==> src/rtl/core/bsc_pkg.sv <==
// Package for the barometric compensation core: register map, opcodes, helpers.
package bsc_pkg;

    localparam int RegAddrW = 6;
    localparam logic [2:0] RegIdxAc123 = 3'd0;
    localparam logic [2:0] RegIdxAc456 = 3'd1;
    localparam logic [2:0] RegIdxB1B2  = 3'd2;
    localparam logic [2:0] RegIdxMcMd  = 3'd3;
    localparam logic [2:0] RegIdxOss   = 3'd4;

    localparam logic OpTemp  = 1'b0;
    localparam logic OpPress = 1'b1;

    // Divider request and reply between the sequencer and the shared divider.
    typedef struct packed {
        logic        start;
        logic        is_signed;
        logic [31:0] num;
        logic [31:0] den;
    } t_div_req;

    typedef struct packed {
        logic        done;
        logic [31:0] quo;
    } t_div_rsp;

    function automatic logic [31:0] sext16(input logic [15:0] w);
        sext16 = {{16{w[15]}}, w};
    endfunction

    // Arithmetic right shift of a 32-bit two's complement word.
    function automatic logic [31:0] asr(input logic [31:0] x, input logic [4:0] n);
        asr = $signed(x) >>> n;
    endfunction

endpackage

==> src/rtl/core/bsc_divider.sv <==
// Shared 32-bit radix-2 restoring divider, signed or unsigned.
module bsc_divider
    import bsc_pkg::*;
(
    input  logic     i_clk,
    input  logic     i_rst_n,
    input  t_div_req i_req,
    output t_div_rsp o_rsp
);

    logic [31:0] r_rem, n_rem;
    logic [31:0] r_quo, n_quo;
    logic [31:0] r_den, n_den;
    logic        r_neg, n_neg;
    logic        r_busy, n_busy;
    logic [4:0]  r_cnt, n_cnt;
    logic        r_done, n_done;
    logic [32:0] w_trial;
    logic [31:0] w_rem_sh;
    logic [31:0] w_quo_out;

    assign w_rem_sh = {r_rem[30:0], r_quo[31]};
    assign w_trial  = {1'b0, w_rem_sh} - {1'b0, r_den};
    assign w_quo_out = r_neg ? (32'd0 - r_quo) : r_quo;

    always_comb begin
        n_rem  = r_rem;
        n_quo  = r_quo;
        n_den  = r_den;
        n_neg  = r_neg;
        n_busy = r_busy;
        n_cnt  = r_cnt;
        n_done = 1'b0;
        if (i_req.start) begin
            n_busy = 1'b1;
            n_cnt  = 5'd0;
            n_rem  = 32'd0;
            // take magnitudes, remember the quotient sign
            n_quo  = (i_req.is_signed && i_req.num[31]) ? (32'd0 - i_req.num) : i_req.num;
            n_den  = (i_req.is_signed && i_req.den[31]) ? (32'd0 - i_req.den) : i_req.den;
            n_neg  = i_req.is_signed && (i_req.num[31] ^ i_req.den[31]);
        end else if (r_busy) begin
            if (!w_trial[32]) begin
                n_rem = w_trial[31:0];
                n_quo = {r_quo[30:0], 1'b1};
            end else begin
                n_rem = w_rem_sh;
                n_quo = {r_quo[30:0], 1'b0};
            end
            n_cnt = r_cnt + 5'd1;
            if (r_cnt == 5'd31) begin
                n_busy = 1'b0;
                n_done = 1'b1;
            end
        end
    end

    always_ff @(posedge i_clk) begin
        if (!i_rst_n) begin
            r_busy <= 1'b0;
            r_done <= 1'b0;
            r_cnt  <= 5'd0;
        end else begin
            r_busy <= n_busy;
            r_done <= n_done;
            r_cnt  <= n_cnt;
        end
        r_rem <= n_rem;
        r_quo <= n_quo;
        r_den <= n_den;
        r_neg <= n_neg;
    end

    assign o_rsp.done = r_done;
    assign o_rsp.quo  = w_quo_out;

endmodule

==> src/rtl/core/baro_sensor_compensation_core.sv <==
// Top level of the barometric compensation core: registers, sequencer, multiplier.
//
// One reading is taken at a time; a zero divisor skips the divide and ends the reading
// early with an error result. The time is set by a single 32x32 multiplier (one
// product per cycle, registered) and a radix-2 divider, both shared among the
// steps of a small sequencer. The result waits in an output register; the input is
// ready again in the cycle after that register has been taken. Calibration words are
// written over the APB port (byte address 8*i, 64-bit data); they must be written
// only while the core is idle, which the core itself does not enforce.
module baro_sensor_compensation_core
    import bsc_pkg::*;
(
    input  logic                i_clk,
    input  logic                i_rst_n,
    input  logic                psel,
    input  logic                penable,
    input  logic                pwrite,
    input  logic [RegAddrW-1:0] paddr,
    input  logic [63:0]         pwdata,
    output logic [63:0]         prdata,
    output logic                pready,
    input  logic                i_valid,
    output logic                o_ready,
    input  logic                i_opcode,
    input  logic [18:0]         i_raw_value,
    output logic                o_valid,
    input  logic                i_ready,
    output logic                o_result_kind,
    output logic signed [31:0]  o_value,
    output logic                o_div_error
);

    localparam logic [4:0] StIdle = 5'd0;
    localparam logic [4:0] StT1   = 5'd1;   // (ut-ac6)*ac5
    localparam logic [4:0] StT2   = 5'd2;   // start mc<<11 / den
    localparam logic [4:0] StT3   = 5'd3;   // wait divider
    localparam logic [4:0] StP1   = 5'd4;   // b6*b6
    localparam logic [4:0] StP2   = 5'd5;   // b2*sq
    localparam logic [4:0] StP3   = 5'd6;   // ac2*b6
    localparam logic [4:0] StP4   = 5'd7;   // ac3*b6
    localparam logic [4:0] StP5   = 5'd8;   // b1*sq
    localparam logic [4:0] StP6   = 5'd9;   // ac4*(x3+32768)
    localparam logic [4:0] StP7   = 5'd10;  // (up-b3)*(50000>>oss)
    localparam logic [4:0] StP8   = 5'd11;  // start divide
    localparam logic [4:0] StP9   = 5'd12;  // wait divider
    localparam logic [4:0] StP10  = 5'd13;  // (p>>8)^2
    localparam logic [4:0] StP11  = 5'd14;  // x1*3038
    localparam logic [4:0] StP12  = 5'd15;  // -7357*p
    localparam logic [4:0] StP13  = 5'd16;  // final sum
    localparam logic [4:0] StOut  = 5'd17;

    logic [47:0] r_ac123, r_ac456;
    logic [31:0] r_b1b2, r_mcmd;
    logic [1:0]  r_oss;
    logic [31:0] r_b5;

    logic [4:0]  r_state, n_state;
    logic        r_kind;
    logic [18:0] r_raw;
    logic [31:0] r_prod;
    logic [31:0] r_a, r_b, r_c, r_d;   // scratch terms
    logic        r_ovalid;
    logic [31:0] r_oval;
    logic        r_oerr;

    logic [31:0] w_ma, w_mb;
    t_div_req    w_dreq;
    t_div_rsp    w_drsp;

    wire w_wr = psel && penable && pwrite;
    wire [2:0] w_idx = paddr[RegAddrW-1:3];

    wire [31:0] w_ac1 = sext16(r_ac123[47:32]);
    wire [31:0] w_ac2 = sext16(r_ac123[31:16]);
    wire [31:0] w_ac3 = sext16(r_ac123[15:0]);
    wire [31:0] w_ac4 = {16'd0, r_ac456[47:32]};
    wire [31:0] w_ac5 = {16'd0, r_ac456[31:16]};
    wire [31:0] w_ac6 = {16'd0, r_ac456[15:0]};
    wire [31:0] w_b1  = sext16(r_b1b2[31:16]);
    wire [31:0] w_b2  = sext16(r_b1b2[15:0]);
    wire [31:0] w_mc  = sext16(r_mcmd[31:16]);
    wire [31:0] w_md  = sext16(r_mcmd[15:0]);
    wire [31:0] w_b6  = r_b5 - 32'd4000;
    wire [31:0] w_x1t = $signed(r_prod) >>> 15;
    wire [31:0] w_den = w_x1t + w_md;
    wire [31:0] w_pm  = 32'd50000 >> r_oss;
    // x3 of the B4 term, valid in StP6
    wire [31:0] w_x3  = asr(r_c + asr(r_prod, 5'd16) + 32'd2, 5'd2);

    // shared multiplier, operands picked by the state
    always_comb begin
        w_ma = 32'd0;
        w_mb = 32'd0;
        case (r_state)
            StT1:  begin w_ma = {16'd0, r_raw[15:0]} - w_ac6; w_mb = w_ac5; end
            StP1:  begin w_ma = w_b6;  w_mb = w_b6;  end
            StP2:  begin w_ma = w_b2;  w_mb = asr(r_prod, 5'd12); end
            StP3:  begin w_ma = w_ac2; w_mb = w_b6;  end
            StP4:  begin w_ma = w_ac3; w_mb = w_b6;  end
            StP5:  begin w_ma = w_b1;  w_mb = r_a;   end
            StP6:  begin w_ma = w_ac4; w_mb = w_x3 + 32'd32768; end
            StP7:  begin w_ma = {13'd0, r_raw} - r_b; w_mb = w_pm; end
            StP10: begin w_ma = $signed(r_d) >>> 8; w_mb = $signed(r_d) >>> 8; end
            StP11: begin w_ma = r_prod; w_mb = 32'd3038; end
            StP12: begin w_ma = 32'd0 - 32'd7357; w_mb = r_d; end
            default: ;
        endcase
    end

    wire [31:0] w_full = w_ma * w_mb;

    always_comb begin
        w_dreq.start     = 1'b0;
        w_dreq.is_signed = (r_state == StT2);
        w_dreq.num       = 32'd0;
        w_dreq.den       = 32'd0;
        case (r_state)
            StT2: begin
                w_dreq.start = (w_den != 32'd0);
                w_dreq.num   = w_mc << 11;
                w_dreq.den   = w_den;
            end
            StP8: begin
                w_dreq.start = (r_a != 32'd0);
                w_dreq.num   = r_prod[31] ? r_prod : (r_prod << 1);
                w_dreq.den   = r_a;
            end
            default: ;
        endcase
    end

    bsc_divider u_div (
        .i_clk  (i_clk),
        .i_rst_n(i_rst_n),
        .i_req  (w_dreq),
        .o_rsp  (w_drsp)
    );

    always_comb begin
        n_state = r_state;
        case (r_state)
            StIdle: if (i_valid && o_ready) n_state = i_opcode ? StP1 : StT1;
            StT1:   n_state = StT2;
            StT2:   n_state = (w_den == 32'd0) ? StOut : StT3;
            StT3:   if (w_drsp.done) n_state = StOut;
            StP1, StP2, StP3, StP4, StP5, StP6, StP7: n_state = r_state + 5'd1;
            StP8:   n_state = (r_a == 32'd0) ? StOut : StP9;
            StP9:   if (w_drsp.done) n_state = StP10;
            StP10, StP11, StP12: n_state = r_state + 5'd1;
            StP13:  n_state = StOut;
            StOut:  n_state = StIdle;
            default: n_state = StIdle;
        endcase
    end

    always_ff @(posedge i_clk) begin
        if (!i_rst_n) begin
            r_state  <= StIdle;
            r_ovalid <= 1'b0;
            r_ac123  <= '0;
            r_ac456  <= '0;
            r_b1b2   <= '0;
            r_mcmd   <= '0;
            r_oss    <= '0;
            r_b5     <= '0;
        end else begin
            r_state <= n_state;
            if (w_wr) begin
                case (w_idx)
                    RegIdxAc123: r_ac123 <= pwdata[47:0];
                    RegIdxAc456: r_ac456 <= pwdata[47:0];
                    RegIdxB1B2:  r_b1b2  <= pwdata[31:0];
                    RegIdxMcMd:  r_mcmd  <= pwdata[31:0];
                    RegIdxOss:   r_oss   <= pwdata[1:0];
                    default: ;
                endcase
            end
            if (r_ovalid && i_ready) r_ovalid <= 1'b0;
            if (r_state == StOut) r_ovalid <= 1'b1;
            if (r_state == StT3 && w_drsp.done) r_b5 <= r_b + w_drsp.quo;
        end
    end

    // datapath
    always_ff @(posedge i_clk) begin
        r_prod <= w_full;
        case (r_state)
            StIdle: begin
                if (i_valid && o_ready) begin
                    r_kind <= i_opcode;
                    r_raw  <= i_raw_value;
                end
            end
            StT1: ;
            StT2: begin
                r_b    <= w_x1t;
                r_a    <= w_den;
            end
            StP2: r_a <= $signed(r_prod) >>> 12;           // sq
            StP3: r_b <= $signed(r_prod) >>> 11;           // x1
            StP4: begin                                     // b3
                r_b <= asr((((w_ac1 << 2) + r_b + asr(r_prod, 5'd11)) << r_oss) + 32'd2,
                           5'd2);
            end
            StP5: r_c <= $signed(r_prod) >>> 13;            // x1
            StP6: r_c <= w_x3;
            StP7: r_a <= r_prod >> 15;                       // b4
            StP8: r_c <= r_prod;                             // keep b7 for the shift choice
            StP9: if (w_drsp.done) r_d <= r_c[31] ? (w_drsp.quo << 1) : w_drsp.quo;
            StP12: r_c <= asr(r_prod, 5'd16);
            default: ;
        endcase
    end

    // output register
    always_ff @(posedge i_clk) begin
        if (r_state == StT2 && w_den == 32'd0) begin
            r_oval <= 32'd0; r_oerr <= 1'b1;
        end else if (r_state == StP8 && r_a == 32'd0) begin
            r_oval <= 32'd0; r_oerr <= 1'b1;
        end else if (r_state == StT3 && w_drsp.done) begin
            r_oval <= $signed(r_b + w_drsp.quo + 32'd8) >>> 4;
            r_oerr <= 1'b0;
        end else if (r_state == StP13) begin
            r_oval <= r_d + asr(r_c + asr(r_prod, 5'd16) + 32'd3791, 5'd4);
            r_oerr <= 1'b0;
        end
    end

    always_comb begin
        prdata = 64'd0;
        case (w_idx)
            RegIdxAc123: prdata = {16'd0, r_ac123};
            RegIdxAc456: prdata = {16'd0, r_ac456};
            RegIdxB1B2:  prdata = {32'd0, r_b1b2};
            RegIdxMcMd:  prdata = {32'd0, r_mcmd};
            RegIdxOss:   prdata = {62'd0, r_oss};
            default:     prdata = 64'd0;
        endcase
    end

    assign pready        = 1'b1;
    assign o_ready       = (r_state == StIdle) && !r_ovalid;
    assign o_valid       = r_ovalid;
    assign o_result_kind = r_kind;
    assign o_value       = r_oval;
    assign o_div_error   = r_oerr;

endmodule

==> config.mk <==
export PLATFORM = sky130hd
export DESIGN_NAME = baro_sensor_compensation_core
export DESIGN_NICKNAME = d
export VERILOG_FILES = /design/src/rtl/core/bsc_pkg.sv /design/src/rtl/core/bsc_divider.sv /design/src/rtl/core/baro_sensor_compensation_core.sv
export SDC_FILE = /design/constraint.sdc
export NUM_CORES = 2
export LEC_CHECK = 0
export ABC_AREA = 1
export BUFFER_PORTS_ARGS = -buffer_cell sky130_fd_sc_hd__buf_2
export CAP_MARGIN = 20
export CELL_PAD_IN_SITES_DETAIL_PLACEMENT = 2
export CELL_PAD_IN_SITES_GLOBAL_PLACEMENT = 2
export CORE_ASPECT_RATIO = 0.7
export CORE_UTILIZATION = 37
export CTS_CLUSTER_DIAMETER = 150
export CTS_CLUSTER_SIZE = 28
export DETAILED_ROUTE_END_ITERATION = 10
export HOLD_SLACK_MARGIN = 0.12
export PLACE_DENSITY = 0.89
export SLEW_MARGIN = 20
export SYNTH_ARGS = -nofsm -noshare
export SYNTH_HDL_FRONTEND = slang
export SYNTH_SLANG_ARGS = --single-unit
==> constraint.sdc <==
create_clock -name i_clk -period 10.35 [get_ports i_clk]
set_input_delay 2.07 -clock i_clk [delete_from_list [all_inputs] [get_ports i_clk]]
set_output_delay 2.07 -clock i_clk [all_outputs]
set_load 0.02 [all_outputs]
==> results <==
- Summed over all cells, the static leakage comes to 29.9 nW.
- The wire length of the first global-routing pass is 458,000 µm.
- On the final layout, the worst clock skew is 0.0317 ns.
- The fmax is 94.6 MHz.
- The finished cells cover 62,300 µm².
- On the critical path the largest part of the delay comes from adder cells.
- The number of cells on the critical path is 40.
- The cell count after synthesis is between 7,000 and 8,000.
- The area occupied by multi-input gates is 38,400 µm².
- The tool flagged a number of max-cap violations equal to 0.
- The floorplan step set the die width to 467 µm.
- Detailed placement ended at an HPWL of about 270,000 µm.
- Data on the critical path is required at its endpoint by 10.92 ns.
- The element type at the critical path start is a flip-flop.
- The power density over cell area is 242 nW/µm².
- STA classifies the critical path endpoint as a flip-flop.
- In this run the vertical extent of the chip is 327 µm.
- The depth of the worst hold-timing path is 2.
- After detailed routing, the average wire length per cell comes to about 32 µm.
- Counting stages on the worst path, the most repeated cell is inv_1.
- The placeable core region is 149,000 µm².
- The clock insertion delay at the later pin of the skew report is 0.67 ns.
- The part of the power in registers is 0.189.
- The share of synthesized area in the top cell type comes to 0.159.
- The maximum number of pins on one net before global-route repair is 74.
- The prevailing post-synth register cell is dfxtp_1.
- The floorplan has 118 rows.
- The number of nets in the final layout is ~9,000.
- Across every metal layer, demand over resource in global routing totals 0.412.
- In this run the tool buffered the top-level ports with 161 buffer cells.
- The total buffers and inverters traversed by the critical path is 13.
- The area growth from synthesis to layout is 11.4%.
- The clock network power share is 0.078.
- Measured on the finished design, the core utilization comes to 0.418.
- The internal power of the cells is 5.99 mW.
- Clock tree synthesis inserted a total of 21 buffers.
- The maximum fanout along the worst path is 11.
- Of the cells placed in the final design, the portion with a size suffix greater than 1 is 0.107.
- After routing, the total negative slack on setup checks comes to -0.224 ns.
- The number of cells on the worst reg-to-reg path is 40.
- After synthesis, the cell types taking the most area are fa_1, nand2_1, dfxtp_1.
- For this design the total switching power over the nets is 9.11 mW.
- The iteration count of the initial detailed-routing pass is 5.
- Yosys printed 0 warnings.
- Setup violations remaining at the end of the flow were counted as 1.
- In this run the cell area measured after placement is between 60,000 and 70,000 µm².
- For this run the aggregate overflow at the end of global routing stands at 0.
- The flip-flop and latch count after synthesis is 494.
- For this configuration, the core starts out at a cell density of 0.376.
- At the pin with the least slew margin, the transition time is 1.23 ns.
- The via count of the routed design is 61,900.
- Summed over all instances, the cell type with the most area after synthesis is fa_1.
- The clock edge transition at the registers on the reported setup and hold paths is 0.14 ns.
- The arrival time reported for the critical path endpoint is 11.15 ns.
- In this run the number of H-tree levels came out at 1.
- The die covers 153,000 µm².
- TritonCTS built the clock tree.
- Of the total power, combinational logic draws 0.733.
- The via-per-instance ratio is approximately 6.1.
- Of the total power, the share spent switching nets is 0.603.
- After layout, the design draws a total of 15.1 mW.
- In this run, synthesis inferred around 190 flip-flops with an integrated enable.
- IR analysis of the VDD net gives a maximum drop of 127 µV.
- The worst hold path belongs to the class reg2reg.
- The sequential area share after synthesis is 0.211.
- The final hold slack is 0.491 ns.
- The maximum count of clock buffers along a single path is 3.
- The hold buffer count at CTS is 0.
- The clock root buffer is clkbuf_16.
- Routability-driven placement finished with a final weighted congestion of 1.05.
- The number of sinks on the clock net is 494.
- The final-report hold violation count is 0.
- The average instance area after synthesis is 7.06 µm².
- The clock period minus final worst setup slack is between 10 and 15 ns.
- The number of antenna violations at the first check in global routing is 36.
- The number of max-slew violations in the final report came to 0.
- The first routing iteration left 7,097 violations.
- In this run the cell area of the synthesized design comes to roughly 56,000 µm².
- The slowest stage of the critical path belongs to the cell nor3_1.
- Setup repair after global routing could not meet its margin everywhere.
- The final reports fail on setup timing.
- The relative slew slack is 0.174.
- The sequential standard cell area is between 10,000 and 15,000 µm².
- For this run, asynchronously set or reset flops after synthesis account for 0.
- The number of design rule violations left after detail routing is 0.
- The count of nets left with antenna violations after detail routing is 0.
- For flop-to-flop paths, the worst setup slack is -0.22 ns.
- The critical path class is reg2reg.
- The number of fill cells in the layout is 17,700.
- The setup slack after layout is -0.224 ns.
- The flow ran to the end, but the final reports show violations.
- In the finished design, the share of the clock period the worst path needs comes to 1.02.
- The largest single stage delay on the critical path is 0.67 ns.
- The number of global-route vias before repair came to 64,800.
- 198 I/O pins were placed.
- The netlist uses 71 different library cells.
- The total detailed-routing wirelength is 326,000 µm.
==> what timing repair did <==
| item | CTS | global route |
|---|---|---|
| setup buffers | 0 | 9 |
| resized for setup | 50 | 175 |
| endpoints found under the setup margin | 9 | 9 |
| pin swaps | 0 | 28 |
==> power groups by stage <==
stage          Combinational [mW]  Clock (mW)  Sequential, mW
6_report                     11.1        1.18            2.85
5_1_grt                      11.6        1.21            2.84
4_1_cts                      10.4        1.16            2.82
3_5_place_dp                 10.2           0            2.86
3_3_place_gp                 9.49           0            2.84
2_1_floorplan                5.91           0            2.70
==> registers in the layout, summed over array words and instances (netlist names), 2 cells and up <==
register,count
r_mcmd,32
r_state,5
u_div.r_den,24
r_c,32
u_div.r_cnt,5
r_ac123,48
r_b,30
r_b5,32
r_ac456,48
r_d,32
o_value,32
r_a,20
r_raw,19
r_prod,32
r_b1b2,32
r_oss,2
u_div.r_quo,32
u_div.r_rem,31
==> area by class of cell <==
type / instances / share of cell area
antenna: 9 / 0.000361
clock buffer: 35 / 0.00943
clock inverter: 2 / 0.000181
inverter: 1458 / 0.0884
multi-input combinational: 5703 / 0.616
sequential: 494 / 0.190
tap: 1980 / 0.0397
timing repair buffer: 474 / 0.0557
==> stage by stage <==
step | cells | worst slack (ns)
after floorplan | 7937 | 1.19
after global placement | 10100 | 0.0573
after detailed placement | 10100 | -0.473
after CTS | 10100 | 0.00252
after global routing | 10100 | -0.401
final | 10200 | -0.224
==> tightest hold or removal path, delay by kind of cell, from the launching register on <==
| family | cells | cell delay [ns] |
|---|---|---|
| AOI/OAI and AO/OA | 1 | 0.05 |
| and+or+nand+nor | 1 | 0.06 |
| DFF | 1 | 0.34 |
==> per-layer routing <==
metal / vias up / share of wire / wire (µm) / GRT usage
li1: 25800 / - / - / -
met1: 31700 / 0.41 / 133000 / 0.557
met2: 3411 / 0.42 / 136000 / 0.602
met3: 887 / 0.12 / 40100 / 0.123
met4: 42 / 0.055 / 17900 / 0.185
met5: - / 0.00084 / 273 / 0
==> cell families (layout without fill, tap and decap cells) <==
| group | count (synthesis) | after routing | synth area share |
|---|---|---|---|
| AOI/OAI and AO/OA | 1479 | 1479 | 0.152 |
| xor gates and xnor gates | 279 | 279 | 0.0437 |
| adders and majority gates | 796 | 796 | 0.238 |
| buffers and inverters | 1740 | 1969 | 0.118 |
| DFF | 494 | 494 | 0.211 |
| muxes | 2 | 2 | 0.000358 |
| other | 2 | 26 | 0.000134 |
| and+or+nand+nor | 3130 | 3130 | 0.237 |
==> Yosys cell counts (104+ instances only) <==
cell,number
nand3_1,305
nor3_1,104
xor2_1,207
a21oi_1,500
o21ai_0,523
clkbuf_1,234
nor2_1,709
edfxtp_1,191
nand2_1,1705
ha_1,352
inv_1,1419
dfxtp_1,303
fa_1,444
==> worst paths after layout <==
check	start	to
worst max-delay path	r_state[0]	r_prod[31]
worst min-delay path	u_div.r_cnt[4]	u_div.r_cnt[4]
worst max register to register	r_state[0]	r_prod[31]
worst min register to register	u_div.r_cnt[4]	u_div.r_cnt[4]
==> cells in the final DEF (no fill, tap or decap), types with 15 or more instances in the layout <==
master and instances:
a211oi_1 28, a21o_1 16, a21oi_1 485, a221oi_1 24, a22oi_1 16, a31oi_1 34, buf_12 17, buf_2 160
buf_4 288, clkbuf_16 21, clkinv_1 15, conb_1 17, dfxtp_1 290, edfxtp_1 191, fa_1 430, ha_1 325
ha_2 17, inv_1 1404, inv_2 26, nand2_1 1671, nand2_2 73, nand2_4 16, nand3_1 296, nand3_2 24
nand4_1 82, nor2_1 683, nor2_2 45, nor2_4 24, nor3_1 94, nor4_1 28, o2111ai_1 34, o211ai_1 46
o21ai_0 509, o21ai_1 33, o21bai_1 18, o221ai_1 41, o22ai_1 98, or2_2 35, xnor2_1 72, xor2_1 206
Note: power is estimated with default switching activity, not from simulation.
